File: src/sv/kfd_pkg.sv
// kfd_pkg: shared types and constants for the kiss frame decoder
// used by kfd_step and kiss_frame_decoder_core; no dependencies
`timescale 1ns / 1ps
`default_nettype none

package kfd_pkg;

	localparam logic [7:0] FEND  = 8'hC0;
	localparam logic [7:0] FESC  = 8'hDB;
	localparam logic [7:0] TFEND = 8'hDC;
	localparam logic [7:0] TFESC = 8'hDD;

	localparam logic [7:0] TYPE_DATA = 8'h00;
	localparam logic [7:0] TYPE_ALT  = 8'h06;

	localparam logic [2:0] CALLSIGN_LEN = 3'd6;
	localparam logic [7:0] INDEX_MAX    = 8'd254;

	localparam logic        DISCARD_CALLSIGN_RST = 1'b0;
	localparam logic [15:0] TIMEOUT_TICKS_RST    = 16'd1000;

	localparam int unsigned CFG_DATA_W = 16;

	typedef enum logic [0:0] {
		CFG_DISCARD_CALLSIGN = 1'b0,
		CFG_TIMEOUT_TICKS    = 1'b1
	} cfg_index_t;

	typedef enum logic [1:0] {
		REQ_BYTE = 2'd0,
		REQ_TICK = 2'd1,
		REQ_SKIP = 2'd2,
		REQ_NONE = 2'd3
	} req_t;

	typedef enum logic [1:0] {
		ST_PAYLOAD = 2'd0,
		ST_START   = 2'd1,
		ST_END     = 2'd2,
		ST_TIMEOUT = 2'd3
	} status_t;

	typedef enum logic [2:0] {
		MODE_HUNT = 3'd0,
		MODE_CALL = 3'd1,
		MODE_DATA = 3'd2,
		MODE_ESC  = 3'd3,
		MODE_SKIP = 3'd4
	} mode_t;

	typedef struct packed {
		mode_t       mode;
		logic        seen_fend;
		logic [2:0]  callsign_left;
		logic [7:0]  payload_count;
		logic [7:0]  current_type;
		logic [15:0] silence_count;
	} state_t;

	typedef struct packed {
		logic       valid;
		status_t    status;
		logic [7:0] data;
	} result_t;

endpackage

`default_nettype wire

File: src/sv/kfd_step.sv
// kfd_step: next-state and result logic for one request beat
// depends on kfd_pkg
`timescale 1ns / 1ps
`default_nettype none

module kfd_step (
	input  kfd_pkg::state_t  st,
	input  logic [1:0]       req_type,
	input  logic [7:0]       rx_byte,
	input  logic             discard_callsign,
	input  logic [15:0]      timeout_ticks,
	output kfd_pkg::state_t  nxt,
	output kfd_pkg::result_t res
);

	logic [2:0] call_dec;
	logic [7:0] count_inc;
	logic       is_fend;
	logic       is_type;
	logic       tick_expired;
	logic [7:0] unesc;

	assign call_dec     = (st.callsign_left != 3'd0) ? st.callsign_left - 3'd1 : 3'd0;
	assign count_inc    = (st.payload_count < kfd_pkg::INDEX_MAX) ?
		st.payload_count + 8'd1 : st.payload_count;
	assign is_fend      = (rx_byte == kfd_pkg::FEND);
	assign is_type      = (rx_byte == kfd_pkg::TYPE_DATA) || (rx_byte == kfd_pkg::TYPE_ALT);
	assign tick_expired = !(st.silence_count < timeout_ticks);
	assign unesc        = (rx_byte == kfd_pkg::TFEND) ? kfd_pkg::FEND :
		(rx_byte == kfd_pkg::TFESC) ? kfd_pkg::FESC : rx_byte;

	// next state
	always_comb begin
		nxt = st;
		case (kfd_pkg::req_t'(req_type))
			kfd_pkg::REQ_BYTE: begin
				nxt.silence_count = 16'd0;
				case (st.mode)
					kfd_pkg::MODE_HUNT: begin
						if (is_fend) begin
							nxt.seen_fend = 1'b1;
						end else if (st.seen_fend && is_type) begin
							nxt.seen_fend    = 1'b0;
							nxt.current_type = rx_byte;
							if (discard_callsign) begin
								nxt.mode          = kfd_pkg::MODE_CALL;
								nxt.callsign_left = kfd_pkg::CALLSIGN_LEN;
							end else begin
								nxt.mode          = kfd_pkg::MODE_DATA;
								nxt.payload_count = 8'd0;
							end
						end else begin
							nxt.seen_fend = 1'b0;
						end
					end
					kfd_pkg::MODE_CALL: begin
						nxt.callsign_left = call_dec;
						if (call_dec == 3'd0) begin
							nxt.mode          = kfd_pkg::MODE_DATA;
							nxt.payload_count = 8'd0;
						end
					end
					kfd_pkg::MODE_DATA: begin
						if (is_fend) begin
							nxt.mode      = kfd_pkg::MODE_HUNT;
							nxt.seen_fend = 1'b1;
						end else begin
							nxt.payload_count = count_inc;
							if (rx_byte == kfd_pkg::FESC) begin
								nxt.mode = kfd_pkg::MODE_ESC;
							end
						end
					end
					kfd_pkg::MODE_ESC: begin
						if (is_fend) begin
							nxt.mode      = kfd_pkg::MODE_HUNT;
							nxt.seen_fend = 1'b1;
						end else begin
							nxt.mode = kfd_pkg::MODE_DATA;
						end
					end
					default: begin
						if (is_fend) begin
							nxt.mode      = kfd_pkg::MODE_HUNT;
							nxt.seen_fend = 1'b1;
						end
					end
				endcase
			end
			kfd_pkg::REQ_TICK: begin
				if (!tick_expired) begin
					nxt.silence_count = st.silence_count + 16'd1;
				end else begin
					nxt.silence_count = 16'd0;
					nxt.seen_fend     = 1'b0;
					if (st.mode != kfd_pkg::MODE_HUNT) begin
						nxt.mode          = kfd_pkg::MODE_HUNT;
						nxt.callsign_left = 3'd0;
					end
				end
			end
			kfd_pkg::REQ_SKIP: begin
				if (st.mode == kfd_pkg::MODE_CALL || st.mode == kfd_pkg::MODE_DATA ||
						st.mode == kfd_pkg::MODE_ESC) begin
					nxt.mode          = kfd_pkg::MODE_SKIP;
					nxt.callsign_left = 3'd0;
				end
			end
			default: begin
				nxt = st;
			end
		endcase
	end

	// result
	always_comb begin
		res.valid  = 1'b0;
		res.status = kfd_pkg::ST_PAYLOAD;
		res.data   = 8'd0;
		case (kfd_pkg::req_t'(req_type))
			kfd_pkg::REQ_BYTE: begin
				case (st.mode)
					kfd_pkg::MODE_HUNT: begin
						if (!is_fend && st.seen_fend && is_type && !discard_callsign) begin
							res.valid  = 1'b1;
							res.status = kfd_pkg::ST_START;
						end
					end
					kfd_pkg::MODE_CALL: begin
						if (call_dec == 3'd0) begin
							res.valid  = 1'b1;
							res.status = kfd_pkg::ST_START;
						end
					end
					kfd_pkg::MODE_DATA: begin
						if (is_fend) begin
							res.valid  = 1'b1;
							res.status = kfd_pkg::ST_END;
						end else if (rx_byte != kfd_pkg::FESC) begin
							res.valid = 1'b1;
							res.data  = rx_byte;
						end
					end
					kfd_pkg::MODE_ESC: begin
						res.valid = 1'b1;
						if (is_fend) begin
							res.status = kfd_pkg::ST_END;
						end else begin
							res.data = unesc;
						end
					end
					default: begin
						if (is_fend) begin
							res.valid  = 1'b1;
							res.status = kfd_pkg::ST_END;
						end
					end
				endcase
			end
			kfd_pkg::REQ_TICK: begin
				if (tick_expired && st.mode != kfd_pkg::MODE_HUNT) begin
					res.valid  = 1'b1;
					res.status = kfd_pkg::ST_TIMEOUT;
				end
			end
			default: begin
				res.valid = 1'b0;
			end
		endcase
	end

endmodule

`default_nettype wire

File: src/sv/kiss_frame_decoder_core.sv
// kiss_frame_decoder_core: kiss deframer top level, input register, state, result register
// depends on kfd_pkg and kfd_step
`timescale 1ns / 1ps
`default_nettype none

// Usage:
// Input channel (in_valid / in_stall) carries one request beat: req_type selects a
// received byte (rx_byte), a tick, a skip-rest-of-frame request, or no request.
// Output channel (out_valid / out_stall) carries at most one result beat per request:
// status (payload byte, frame start, frame end, timeout), the un-escaped data_byte,
// the frame_type of the current frame and byte_index, the payload count so far.
// A beat accepted into the input register is decoded by kfd_step and its result is
// registered in the result register, from which it drives out_valid.
// Throughput: one request per clock unless out_stall holds a waiting result; the decode is
// a single pass between the input register and the result register, and requests without
// a result leave no bubble. When the receiver holds out_stall with a result waiting, the
// input register holds its beat and in_stall rises in the same cycle; nothing is dropped.
// Config: cfg_we with cfg_index 0 writes discard_callsign, index 1 writes
// timeout_ticks; write only while the block is idle.
// Reset (arst_n low) empties both registers, hunts for a frame start and restores
// discard_callsign = 0 and timeout_ticks = 1000.
module kiss_frame_decoder_core (
	input  logic                            clk,
	input  logic                            arst_n,
	input  logic                            cfg_we,
	input  logic                            cfg_index,
	input  logic [kfd_pkg::CFG_DATA_W-1:0]  cfg_data,
	input  logic                            in_valid,
	output logic                            in_stall,
	input  logic [1:0]                      req_type,
	input  logic [7:0]                      rx_byte,
	output logic                            out_valid,
	input  logic                            out_stall,
	output logic [1:0]                      status,
	output logic [7:0]                      data_byte,
	output logic [7:0]                      frame_type,
	output logic [7:0]                      byte_index
);

	logic             discard_callsign_q;
	logic [15:0]      timeout_ticks_q;
	logic             valid_s1;
	logic [1:0]       req_type_s1;
	logic [7:0]       rx_byte_s1;
	kfd_pkg::state_t  state_q;
	kfd_pkg::state_t  state_nxt;
	kfd_pkg::result_t res;
	logic             out_valid_q;
	logic [1:0]       status_q;
	logic [7:0]       data_byte_q;
	logic [7:0]       frame_type_q;
	logic [7:0]       byte_index_q;
	logic             out_ready;
	logic             advance;

	assign out_ready = !out_valid_q || !out_stall;
	assign advance   = valid_s1 && out_ready;
	assign in_stall  = valid_s1 && !out_ready;

	always_ff @(posedge clk or negedge arst_n) begin
		if (!arst_n) begin
			discard_callsign_q <= kfd_pkg::DISCARD_CALLSIGN_RST;
			timeout_ticks_q    <= kfd_pkg::TIMEOUT_TICKS_RST;
		end else if (cfg_we) begin
			case (kfd_pkg::cfg_index_t'(cfg_index))
				kfd_pkg::CFG_DISCARD_CALLSIGN: discard_callsign_q <= cfg_data[0];
				kfd_pkg::CFG_TIMEOUT_TICKS:    timeout_ticks_q    <= cfg_data[15:0];
				default:                       timeout_ticks_q    <= timeout_ticks_q;
			endcase
		end
	end

	always_ff @(posedge clk or negedge arst_n) begin
		if (!arst_n) begin
			valid_s1 <= 1'b0;
		end else if (!in_stall) begin
			valid_s1 <= in_valid;
		end
	end

	always_ff @(posedge clk) begin
		if (in_valid && !in_stall) begin
			req_type_s1 <= req_type;
			rx_byte_s1  <= rx_byte;
		end
	end

	kfd_step u_step (
		.st               (state_q),
		.req_type         (req_type_s1),
		.rx_byte          (rx_byte_s1),
		.discard_callsign (discard_callsign_q),
		.timeout_ticks    (timeout_ticks_q),
		.nxt              (state_nxt),
		.res              (res)
	);

	always_ff @(posedge clk or negedge arst_n) begin
		if (!arst_n) begin
			state_q.mode          <= kfd_pkg::MODE_HUNT;
			state_q.seen_fend     <= 1'b0;
			state_q.callsign_left <= 3'd0;
			state_q.payload_count <= 8'd0;
			state_q.current_type  <= 8'd0;
			state_q.silence_count <= 16'd0;
		end else if (advance) begin
			state_q <= state_nxt;
		end
	end

	always_ff @(posedge clk or negedge arst_n) begin
		if (!arst_n) begin
			out_valid_q <= 1'b0;
		end else if (out_ready) begin
			out_valid_q <= advance && res.valid;
		end
	end

	always_ff @(posedge clk) begin
		if (advance && res.valid) begin
			status_q     <= res.status;
			data_byte_q  <= res.data;
			frame_type_q <= state_nxt.current_type;
			byte_index_q <= state_nxt.payload_count;
		end
	end

	assign out_valid  = out_valid_q;
	assign status     = status_q;
	assign data_byte  = data_byte_q;
	assign frame_type = frame_type_q;
	assign byte_index = byte_index_q;

`ifndef SYNTHESIS
	a_index_sat: assert property (@(posedge clk) disable iff (!arst_n)
		out_valid |-> (byte_index <= kfd_pkg::INDEX_MAX))
		else $error("byte_index above saturation limit");

	a_start_zero: assert property (@(posedge clk) disable iff (!arst_n)
		(out_valid && status == kfd_pkg::ST_START) |-> (byte_index == 8'd0))
		else $error("frame start with nonzero byte_index");

	a_type_legal: assert property (@(posedge clk) disable iff (!arst_n)
		(state_q.current_type == kfd_pkg::TYPE_DATA) ||
		(state_q.current_type == kfd_pkg::TYPE_ALT))
		else $error("illegal frame type held");

	a_callsign_idle: assert property (@(posedge clk) disable iff (!arst_n)
		(state_q.mode != kfd_pkg::MODE_CALL) |-> (state_q.callsign_left == 3'd0))
		else $error("callsign count left outside callsign mode");

	a_stall_only_full: assert property (@(posedge clk) disable iff (!arst_n)
		in_stall |-> (valid_s1 && out_valid_q && out_stall))
		else $error("input stalled without a blocked result");
`endif

endmodule

`default_nettype wire
File: config.mk
export PLATFORM = sky130hd
export DESIGN_NAME = kiss_frame_decoder_core
export DESIGN_NICKNAME = d
export VERILOG_FILES = /design/src/sv/kfd_pkg.sv /design/src/sv/kfd_step.sv /design/src/sv/kiss_frame_decoder_core.sv
export SDC_FILE = /design/constraint.sdc
export NUM_CORES = 1
export LEC_CHECK = 0
export ABC_CLOCK_PERIOD_IN_PS = 4000
export CAP_MARGIN = 10
export CORE_ASPECT_RATIO = 1.75
export CORE_MARGIN = 10
export CORE_UTILIZATION = 55
export DETAILED_ROUTE_END_ITERATION = 10
export DONT_BUFFER_PORTS = 1
export PLACE_DENSITY = 0.7
export SKIP_LAST_GASP = 1
export SLEW_MARGIN = 40
export SYNTH_ARGS = -nofsm -noshare
export SYNTH_HDL_FRONTEND = slang
export SYNTH_SLANG_ARGS = --single-unit
export TNS_END_PERCENT = 10
File: constraint.sdc
create_clock -name clk -period 4 [get_ports clk]
set_input_delay 0.8 -clock clk [delete_from_list [all_inputs] [get_ports clk]]
set_output_delay 0.8 -clock clk [all_outputs]
set_load 0.02 [all_outputs]
==> results of run 1 <==
synthesized netlist by cell type, drive strengths merged (3+ instances only):
cell and count:
a41oi 3, a22o 5, ha 21, xor2 13, mux2 26, nor4 3
and3 6, dfrtp 52, nand3 16, nor2 42, nor2b 10, a21o 5
a31oi 4, nand2b 8, dfstp 6, or3 3, inv 27, and4 3
edfxtp 36, a21oi 17, clkbuf 8, o21ai 24, nor3 7, buf 5
nand2 35, and2 13, o31ai 9, nand4 9
worst reg2reg max path: cells and delay by family, from the launching register on:
family	cells	cell delay (ns)
flip-flops	1	0.53
AND/OR/NAND/NOR	3	0.47
AO/OA/AOI/OAI	3	0.55
buffers and inverters	2	0.35
adder cells (fa/ha/maj)	1	0.32
final timing paths:
path	slack [ns]	end	start	depth (start not counted)
max	1.44	byte_index[0]$_DFFE_PP_	timeout_ticks_q[7]$_DFFE_PN1P_	9
min	0.14	timeout_ticks_q[4]$_DFFE_PN0P_	arst_n	0
max reg2reg	1.44	byte_index[0]$_DFFE_PP_	timeout_ticks_q[7]$_DFFE_PN1P_	9
min reg2reg	0.48	state_q[22]$_DFFE_PN0P_	state_q[22]$_DFFE_PN0P_	1
max in group asynchronous	3.67	timeout_ticks_q[6]$_DFFE_PN1P_	arst_n	0
min in group clk	0.48	state_q[22]$_DFFE_PN0P_	state_q[22]$_DFFE_PN0P_	1
area by class of cell:
cell class,instances,area (sq um)
multi-input cells,310,2120
inverters,27,101
repair buffers,3,22.5
clock inverters,7,63.8
fillers,716,3400
flip-flops and latches,94,2540
clock buffers,9,225
well taps,117,146
state kept, by name, summed over array words and instances, names as in the netlist, 2 cells and up:
| signal | count |
|---|---|
| data_byte | 8 |
| byte_index | 8 |
| req_type_s1 | 2 |
| timeout_ticks_q | 16 |
| frame_type | 8 |
| status | 2 |
| state_q | 39 |
| rx_byte_s1 | 8 |
kinds of logic (layout without fill, tap and decap cells):
| group | count (synthesis) | after routing | synth area share |
|---|---|---|---|
| fa+ha+maj | 21 | 21 | 0.0546 |
| buf+inv | 40 | 46 | 0.0325 |
| xor+xnor | 14 | 14 | 0.0255 |
| flops | 94 | 94 | 0.528 |
| compound gates | 85 | 85 | 0.121 |
| mux | 28 | 28 | 0.0673 |
| simple gates | 162 | 162 | 0.171 |
metal layers:
layer,share of wire,vias up,track usage
met1,0.36,1589,0.156
met4,0.020,0,0.0800
met3,0.040,12,0.0433
met5,0,-,0
li1,-,1590,-
met2,0.58,62,0.314
through the flow:
| stage | cells | setup WS [ns] | power (uW) | instance area [sq um] | hold WS, ns |
|---|---|---|---|---|---|
| 2_1_floorplan | 444 | 0.869 | 1510 | 4810 | 0.448 |
| 6_report | 567 | 1.44 | 2410 | 5220 | 0.137 |
| 5_1_grt | 567 | 1.23 | 2540 | 5220 | 0.119 |
| 3_3_place_gp | 551 | 1.48 | 1590 | 4930 | 0.467 |
| 3_5_place_dp | 551 | 1.44 | 1600 | 4930 | 0.470 |
| 4_1_cts | 567 | 1.42 | 2430 | 5220 | 0.127 |
power breakdown:
part / internal (uW) / switching (uW)
sequential: 1100 / 111
clock: 436 / 389
combinational: 158 / 217
total: 1690 / 716
layout by cell type, fill, tap and decap left out, types with 6 or more instances in the layout:
cell / n
a21oi_1: 17
and2_1: 13
and3_1: 6
clkbuf_16: 9
dfrtp_1: 52
dfstp_2: 6
edfxtp_1: 36
ha_1: 21
inv_1: 27
mux2_2: 23
nand2_1: 34
nand2b_1: 8
nand3_1: 16
nand4_1: 9
nor2_1: 41
nor2b_1: 10
nor3_1: 7
o21ai_0: 24
o31ai_1: 8
xor2_1: 13
==> impl_metrics.json, run 1 <==
{
  "run_status": "finished clean",
  "required_ns": 4.03,
  "tritoncts.num_buffers": 9,
  "postCtsSetupBuffers": 0,
  "final.setup_skew_ns": 0.00895,
  "boundaryPins": 60,
  "report.final.slew_viol_count": 0,
  "chipHeight_um": 144,
  "post_synth_main_area_contributors": "dfrtp_1 27%, edfxtp_1 22%, ha_1 5.5%",
  "report.final.setup_viol": 0,
  "layout.core_utilization": 0.606,
  "cts.sink_count": 94,
  "total_standard_cell_area_after_synthesis_sq_um": 4810,
  "cap_violations": 0,
  "cts-root-buf": "clkbuf_16",
  "crit_chain": "inv_1, ha_1, nand4_1, nor3_1, a31oi_1, a21oi_1, a41oi_1, nor2_2, buf_4",
  "worst_slew_pin_slew_ns": 0.707,
  "die_width_um": 90.7,
  "final_min_period_ns": 2.56,
  "synth_nets": 497,
  "hold_viol": 0,
  "postCtsHoldBufs": 0,
  "post-dp-hpwl_um": 7640,
  "yosys.area.top_type": "dfrtp_1",
  "gp_routability_congestion": 0.860,
  "length_of_the_first_detailed_routing_pass_in_iterations": 4,
  "cts_resized": 0,
  "routed-via-count": 3253,
  "timing.setup.critical_path_class": "reg -> reg",
  "critPathSlowestCell": "dfstp_2",
  "fin_tns_setup_ns": 0,
  "worst_slew_margin_rel": 0.528,
  "detail_route.wirelength_um": 10000,
  "rsz0062_at_grt": "no",
  "start_kind": "register",
  "power.static_leakage_uw": 0.00228,
  "viasPerCell": 5.74,
  "pin_count_of_the_biggest_net_entering_global_routing": 59,
  "layout-drive-gt1-share": 0.131,
  "critical_path_fanouts_max": 26,
  "power_density_nw_per_um2": 461,
  "min_path_type": "in -> async",
  "grt_first_pass_wirelength_um": 16800,
  "grt_antenna_before_repair": 0,
  "clock_tree_from_tritoncts": "yes",
  "clk_slew_on_worst_s_h_paths_ns": 0.07,
  "dieArea_sq_um": 13000,
  "yosys_warning_count": 0,
  "detail-route-antenna-nets": 0,
  "synthDominantCellAreaShare": 0.270,
  "timing.fmax_mhz": 390,
  "area_delta_synth_final_pct": 8.42,
  "number_of_synthesized_flops_with_an_enable_pin": 36,
  "port_bufs": 0,
  "grtUsageTotal": 0.164,
  "clock_insertion_delay_worst_skew_ns": 0.36,
  "postSynthRegisterBits": 94,
  "worst_ir_drop_vdd_mv": 0.337,
  "worst_setup_path_end_kind": "register",
  "final_net_count": 498,
  "drc": 0,
  "worst_case_clock_buffer_depth": 2,
  "routedWlPerCell_um": 17.7,
  "synthFlopType": "dfrtp_1",
  "seq_area_frac_synth": 0.528,
  "drt-initial-drc-count": 187,
  "grt.overflow.total": 0,
  "final.period_utilization": 0.641,
  "initial_utilization": 0.559,
  "avgSynthCellArea_sq_um": 10.8,
  "critical_path.n_buffers_inverters": 2,
  "core_area_sq_um": 8610,
  "cpLargestDelayFamily": "compound AO/OA/AOI/OAI gates",
  "arrival_ns": 2.59,
  "h-tree-depth": 3,
  "n_antenna_cell": 0,
  "postSynthCellCount": 444,
  "grt_pass1_vias": 3455,
  "floorplan.rows": 45,
  "critPathMaxStageDelay_ns": 0.53,
  "synthArstFlopShare": 0.617,
  "synth_cell_types": 53
}
No activity file was read; power rests on OpenSTA's default activity.
==> run 2: changes to the inputs <==
--- a/config.mk
+++ b/config.mk
@@ -5,14 +5,14 @@
 export SDC_FILE = /design/constraint.sdc
 export NUM_CORES = 1
 export LEC_CHECK = 0
-export ABC_CLOCK_PERIOD_IN_PS = 4000
+export ABC_CLOCK_PERIOD_IN_PS = 2300
 export CAP_MARGIN = 10
 export CORE_ASPECT_RATIO = 1.75
 export CORE_MARGIN = 10
 export CORE_UTILIZATION = 55
 export DETAILED_ROUTE_END_ITERATION = 10
 export DONT_BUFFER_PORTS = 1
-export PLACE_DENSITY = 0.7
+export PLACE_DENSITY = 0.73
 export SKIP_LAST_GASP = 1
 export SLEW_MARGIN = 40
 export SYNTH_ARGS = -nofsm -noshare
==> constraint.sdc (replaced) <==
create_clock -name clk -period 2.3 [get_ports clk]
set_input_delay 0.46 -clock clk [delete_from_list [all_inputs] [get_ports clk]]
set_output_delay 0.46 -clock clk [all_outputs]
set_load 0.02 [all_outputs]
==> impl_metrics.json, run 2 (same netlist as run 1, synthesis figures left out) <==
{
  "run_status": "finished with violations",
  "failing_checks": "setup timing",
  "critical_path_fanouts_max": 26,
  "cts.sink_count": 94,
  "drt-initial-drc-count": 151,
  "initial_utilization": 0.559,
  "pin_count_of_the_biggest_net_entering_global_routing": 59,
  "layoutNonFillerInstCount": 586,
  "grt.overflow.total": 0,
  "grt_pass1_vias": 3617,
  "h-tree-depth": 3,
  "critPathSlowestCell": "dfstp_2",
  "final_min_period_ns": 2.32,
  "worst_slew_pin_slew_ns": 0.747,
  "clock_tree_from_tritoncts": "yes",
  "viasPerCell": 5.90,
  "start_kind": "register",
  "ff2ff_setup_slack_ns": -0.02,
  "worst_hold_start": "rx_byte[2]",
  "worst_setup_path_end_kind": "register",
  "cap_violations": 0,
  "detail_route.wirelength_um": 10700,
  "clk_slew_on_worst_s_h_paths_ns": 0.07,
  "rr_startpoint": "timeout_ticks_q[5]$_DFFE_PN1P_",
  "final.period_utilization": 1.01,
  "grt_antenna_before_repair": 0,
  "fillerInstances": 688,
  "detail-route-antenna-nets": 0,
  "boundaryPins": 60,
  "largest_registers": "state_q (39), timeout_ticks_q (16)",
  "clock_insertion_delay_worst_skew_ns": 0.36,
  "layout-drive-gt1-share": 0.188,
  "reg2reg_depth": 9,
  "finalWorstSetupSlack_ns": -0.0229,
  "grt_first_pass_wirelength_um": 17700,
  "crit_chain": "inv_1, ha_1, nand4_1, nor3_2, a31oi_2, a21oi_2, a41oi_2, nor2_4, buf_12",
  "drc": 0,
  "required_ns": 2.36,
  "most-common-layout-cells": "52 x dfrtp_1, 41 x nor2_1, 36 x edfxtp_1, 34 x nand2_1, 25 x inv_1",
  "min_delay_worst_endpoint": "rx_byte_s1[2]$_DFFE_PP_",
  "arrival_ns": 2.38,
  "power_density_nw_per_um2": 812,
  "routedWlPerCell_um": 18.3,
  "largest_register_ffs": 39,
  "hold_viol": 0,
  "critPathMaxStageDelay_ns": 0.53,
  "timing.fmax_mhz": 430,
  "dpl_cell_area_sq_um": 5110,
  "report.final.slew_viol_count": 0,
  "core_area_sq_um": 8610,
  "hold-path-cell-count": 0,
  "worst_case_clock_buffer_depth": 2,
  "area_delta_synth_final_pct": 13.8,
  "worst_slew_margin_rel": 0.501,
  "tritoncts.num_buffers": 9,
  "post-place-cells": 567,
  "chipHeight_um": 144,
  "routed-via-count": 3456,
  "report.final.setup_viol": 28,
  "post-dp-hpwl_um": 8010,
  "fin_area_sq_um": 5470,
  "length_of_the_first_detailed_routing_pass_in_iterations": 4,
  "worst_ir_drop_vdd_mv": 0.439,
  "final_net_count": 517,
  "cts-root-buf": "clkbuf_16",
  "floorplan.rows": 45,
  "gp_routability_congestion": 0.900,
  "die_width_um": 90.7,
  "grtUsageTotal": 0.173,
  "rsz0062_at_grt": "yes",
  "power.static_leakage_uw": 0.00239,
  "rr_endpoint": "byte_index[5]$_DFFE_PP_",
  "dieArea_sq_um": 13000,
  "area.sequential_sq_um": 2540,
  "multiInputGateArea_sq_um": 2180,
  "min_path_type": "in -> reg",
  "timing.setup.critical_path_class": "reg -> reg",
  "final_common_cell": "dfrtp_1",
  "final.setup_skew_ns": 0.00825,
  "n_antenna_cell": 0,
  "port_bufs": 0,
  "top_register": "state_q"
}
run 2: cell types whose count changed in the layout (fill, tap and decap cells not counted), sizes merged:
cell and delta:
bufinv +1, inv +2, dlygate4sd3 +1, clkinv -3, buf +18
run 2: area by class of cell:
cell class | count | area share
multi-input combinational | 310 | 0.397
clock buffer | 9 | 0.0411
timing repair buffer | 22 | 0.0366
clock inverter | 7 | 0.0155
sequential | 94 | 0.464
tap | 117 | 0.0267
inverter | 27 | 0.0185
run 2: worst max path at each step:
stage / start / endpoint / slack, ns / depth (start not counted)
2_1_floorplan: timeout_ticks_q[5]$_DFFE_PN1P_ / byte_index[0]$_DFFE_PP_ / -0.05 / 8
3_3_place_gp: timeout_ticks_q[5]$_DFFE_PN1P_ / state_q[33]$_DFFE_PN0P_ / 0.03 / 8
3_5_place_dp: timeout_ticks_q[9]$_DFFE_PN1P_ / state_q[32]$_DFFE_PN0P_ / -0.03 / 8
4_1_cts: timeout_ticks_q[5]$_DFFE_PN1P_ / byte_index[1]$_DFFE_PP_ / -0.03 / 9
5_1_grt: timeout_ticks_q[9]$_DFFE_PN1P_ / byte_index[0]$_DFFE_PP_ / -0.13 / 9
6_report: timeout_ticks_q[5]$_DFFE_PN1P_ / byte_index[5]$_DFFE_PP_ / -0.02 / 9
run 2: per-layer routing:
| metal | wire [um] | share of wire | vias up | global-route usage |
|---|---|---|---|---|
| met4 | 401 | 0.037 | 0 | 0.100 |
| li1 | - | - | 1632 | - |
| met1 | 3840 | 0.36 | 1706 | 0.163 |
| met5 | 0 | 0 | - | 0 |
| met3 | 506 | 0.047 | 29 | 0.0454 |
| met2 | 5940 | 0.56 | 89 | 0.326 |
run 2: repair_timing:
item,CTS,global route
endpoints found under the hold margin,58,0
hold buffers,2,0
gates resized for setup,0,3
endpoints found under the setup margin,31,39
buffers inserted,1,0
pin swaps,1,2
run 2: worst max-delay path: cells and delay by family, from the launching register on:
kind	cells	cell delay, ns
flip-flops	1	0.53
AND/OR/NAND/NOR	3	0.53
AO/OA/AOI/OAI	3	0.45
adder cells (fa/ha/maj)	1	0.28
buffers and inverters	2	0.23
run 2: through the flow:
stage	worst slack [ns]	hold slack [ns]	power, uW	TNS, ns	util
6_report	-0.0229	0.195	4450	-0.549	0.635
5_1_grt	-0.131	0.186	4660	-3.90	0.635
4_1_cts	-0.0257	0.189	4480	-0.605	0.635
3_5_place_dp	-0.0337	0.167	2890	-0.397	0.594
3_3_place_gp	0.0340	0.167	2860	0	0.594
2_1_floorplan	-0.0492	0.164	2650	-1.28	-
run 2: power by group:
part	total (uW)	leakage [uW]	switching [uW]	internal [uW]
Combinational	852	0.00113	501	350
Clock	1540	0.000155	674	869
Sequential	2050	0.00111	142	1910
Total	4450	0.00239	1320	3130
==> run 3: changes to the inputs <==
--- a/config.mk
+++ b/config.mk
@@ -5,16 +5,16 @@
 export SDC_FILE = /design/constraint.sdc
 export NUM_CORES = 1
 export LEC_CHECK = 0
-export ABC_CLOCK_PERIOD_IN_PS = 2300
+export ABC_CLOCK_PERIOD_IN_PS = 2900
 export CAP_MARGIN = 10
 export CORE_ASPECT_RATIO = 1.75
 export CORE_MARGIN = 10
 export CORE_UTILIZATION = 55
 export DETAILED_ROUTE_END_ITERATION = 10
 export DONT_BUFFER_PORTS = 1
-export PLACE_DENSITY = 0.73
+export PLACE_DENSITY = 0.7
 export SKIP_LAST_GASP = 1
-export SLEW_MARGIN = 40
+export SLEW_MARGIN = 20
 export SYNTH_ARGS = -nofsm -noshare
 export SYNTH_HDL_FRONTEND = slang
 export SYNTH_SLANG_ARGS = --single-unit
==> constraint.sdc (replaced) <==
create_clock -name clk -period 2.9 [get_ports clk]
set_input_delay 0.58 -clock clk [delete_from_list [all_inputs] [get_ports clk]]
set_output_delay 0.58 -clock clk [all_outputs]
set_load 0.02 [all_outputs]
==> impl_metrics.json, run 3 (same netlist as run 1, synthesis figures left out) <==
{
  "layout-drive-gt1-share": 0.141,
  "report.final.slew_viol_count": 0,
  "report.final.setup_viol": 0,
  "h-tree-depth": 3,
  "routed-via-count": 3369,
  "rsz0062_at_grt": "no",
  "top_register": "state_q",
  "grt.overflow.total": 0,
  "die_width_um": 90.7,
  "worst_setup_path_end_kind": "register",
  "cap_violations": 0,
  "clock_tree_from_tritoncts": "yes",
  "detail-route-antenna-nets": 0,
  "fin_tns_setup_ns": 0,
  "clk_slew_on_worst_s_h_paths_ns": 0.07,
  "boundaryPins": 60,
  "worst_case_clock_buffer_depth": 2,
  "grt_antenna_before_repair": 1,
  "area_delta_synth_final_pct": 10.5,
  "fillerInstances": 716,
  "critPathMaxStageDelay_ns": 0.53,
  "worst_ir_drop_vdd_mv": 0.442,
  "detail_route.wirelength_um": 10600,
  "gp_routability_congestion": 0.831,
  "largest_registers": "state_q (39), timeout_ticks_q (16)",
  "pin_count_of_the_biggest_net_entering_global_routing": 53,
  "power_density_nw_per_um2": 666,
  "drc": 0,
  "clock_insertion_delay_worst_skew_ns": 0.35,
  "routedWlPerCell_um": 18.5,
  "power.static_leakage_uw": 0.00233,
  "final_common_cell": "dfrtp_1",
  "cts_resized": 0,
  "critical_path.n_buffers_inverters": 2,
  "cpLargestDelayFamily": "compound AO/OA/AOI/OAI gates",
  "cts-root-buf": "clkbuf_16",
  "final.period_utilization": 0.887,
  "worst_slew_pin_slew_ns": 0.698,
  "core_area_sq_um": 8610,
  "cts.sink_count": 94,
  "initial_utilization": 0.559,
  "critical_path_fanouts_max": 26,
  "start_kind": "register",
  "length_of_the_first_detailed_routing_pass_in_iterations": 4,
  "final.setup_skew_ns": 0.00961,
  "floorplan.rows": 45,
  "crit_chain": "inv_1, ha_1, nand4_1, nor3_1, a31oi_1, a21oi_1, a41oi_1, nor2_2, buf_4",
  "tritoncts.num_buffers": 9,
  "hold_viol": 0,
  "layoutNonFillerInstCount": 572,
  "final_net_count": 502,
  "required_ns": 2.92,
  "final_min_period_ns": 2.57,
  "postCtsSetupBuffers": 0,
  "drt-initial-drc-count": 222,
  "worst_slew_margin_rel": 0.534,
  "critPathSlowestCell": "dfstp_2",
  "grtUsageTotal": 0.169,
  "min_path_type": "in -> async",
  "dieArea_sq_um": 13000,
  "grt_first_pass_wirelength_um": 17300,
  "largest_register_ffs": 39,
  "most-common-layout-cells": "52 x dfrtp_1, 41 x nor2_1, 36 x edfxtp_1, 34 x nand2_1, 27 x inv_1",
  "post-dp-hpwl_um": 7750,
  "port_bufs": 0,
  "chipHeight_um": 144,
  "timing.fmax_mhz": 389,
  "run_status": "finished clean",
  "postCtsHoldBufs": 1,
  "post-place-cells": 554,
  "arrival_ns": 2.59,
  "timing.setup.critical_path_class": "reg -> reg",
  "grt_pass1_vias": 3523,
  "viasPerCell": 5.89
}
==> run 3: changes by cell type in the layout (fill, tap and decap cells not counted), sizes merged <==
cell         before  now
dlygate4sd3       1    0
buf              21    7
bufinv            1    2
clkinv            0    1
diode             0    1
inv              33   31
==> run 3: worst paths after layout <==
path,startpoint,to,slack [ns],cells after the start
max,timeout_ticks_q[9]$_DFFE_PN1P_,byte_index[6]$_DFFE_PP_,0.33,9
min reg2reg,state_q[22]$_DFFE_PN0P_,state_q[22]$_DFFE_PN0P_,0.48,1
max in group asynchronous,arst_n,state_q[20]$_DFFE_PN0P_,2.56,1
min in group clk,rx_byte[3],rx_byte_s1[3]$_DFFE_PP_,0.32,0
min,arst_n,timeout_ticks_q[5]$_DFFE_PN1P_,0.07,0
max reg2reg,timeout_ticks_q[9]$_DFFE_PN1P_,byte_index[6]$_DFFE_PP_,0.33,9
==> run 3: stage by stage <==
stage	worst slack (ns)	instance area [sq um]	power, uW	hold WS [ns]	utilization
floorplan	0.186	4810	2080	0.284	-
global placement	0.443	4950	2220	0.287	0.575
detailed placement	0.354	4950	2240	0.287	0.575
CTS	0.335	5320	3570	0.0598	0.617
global route	0.0943	5320	3720	0.0525	0.617
finish	0.327	5320	3540	0.0730	0.617
==> run 3: layout make-up <==
type / count / area [sq um] / area share
antenna: 1 / 2.50 / 0.000471
clock buffer: 9 / 225 / 0.0424
clock inverter: 7 / 111 / 0.0209
inverter: 27 / 101 / 0.0191
multi-input combinational: 310 / 2120 / 0.398
sequential: 94 / 2540 / 0.478
tap: 117 / 146 / 0.0275
timing repair buffer: 7 / 72.6 / 0.0136
==> run 3: worst register-to-register path: cells and delay by family, from the launching register on <==
family / cells / cell delay [ns]
flops: 1 / 0.53
simple gates: 3 / 0.49
buf+inv: 2 / 0.35
compound gates: 3 / 0.56
fa+ha+maj: 1 / 0.29
==> run 3: power by group <==
group,internal (uW),switching (uW),total (uW),leakage [uW]
combinational,237,339,576,0.00105
sequential,1510,143,1660,0.00111
clock,778,532,1310,0.000166
total,2530,1010,3540,0.00233
==> run 3: layer usage <==
layer  wire length [um]  vias to the layer above  GRT usage
li1                   -                     1603          -
met1               3630                     1640      0.155
met2               6110                      102      0.325
met3                527                       24     0.0449
met4                318                        0     0.0909
met5                  0                        -          0
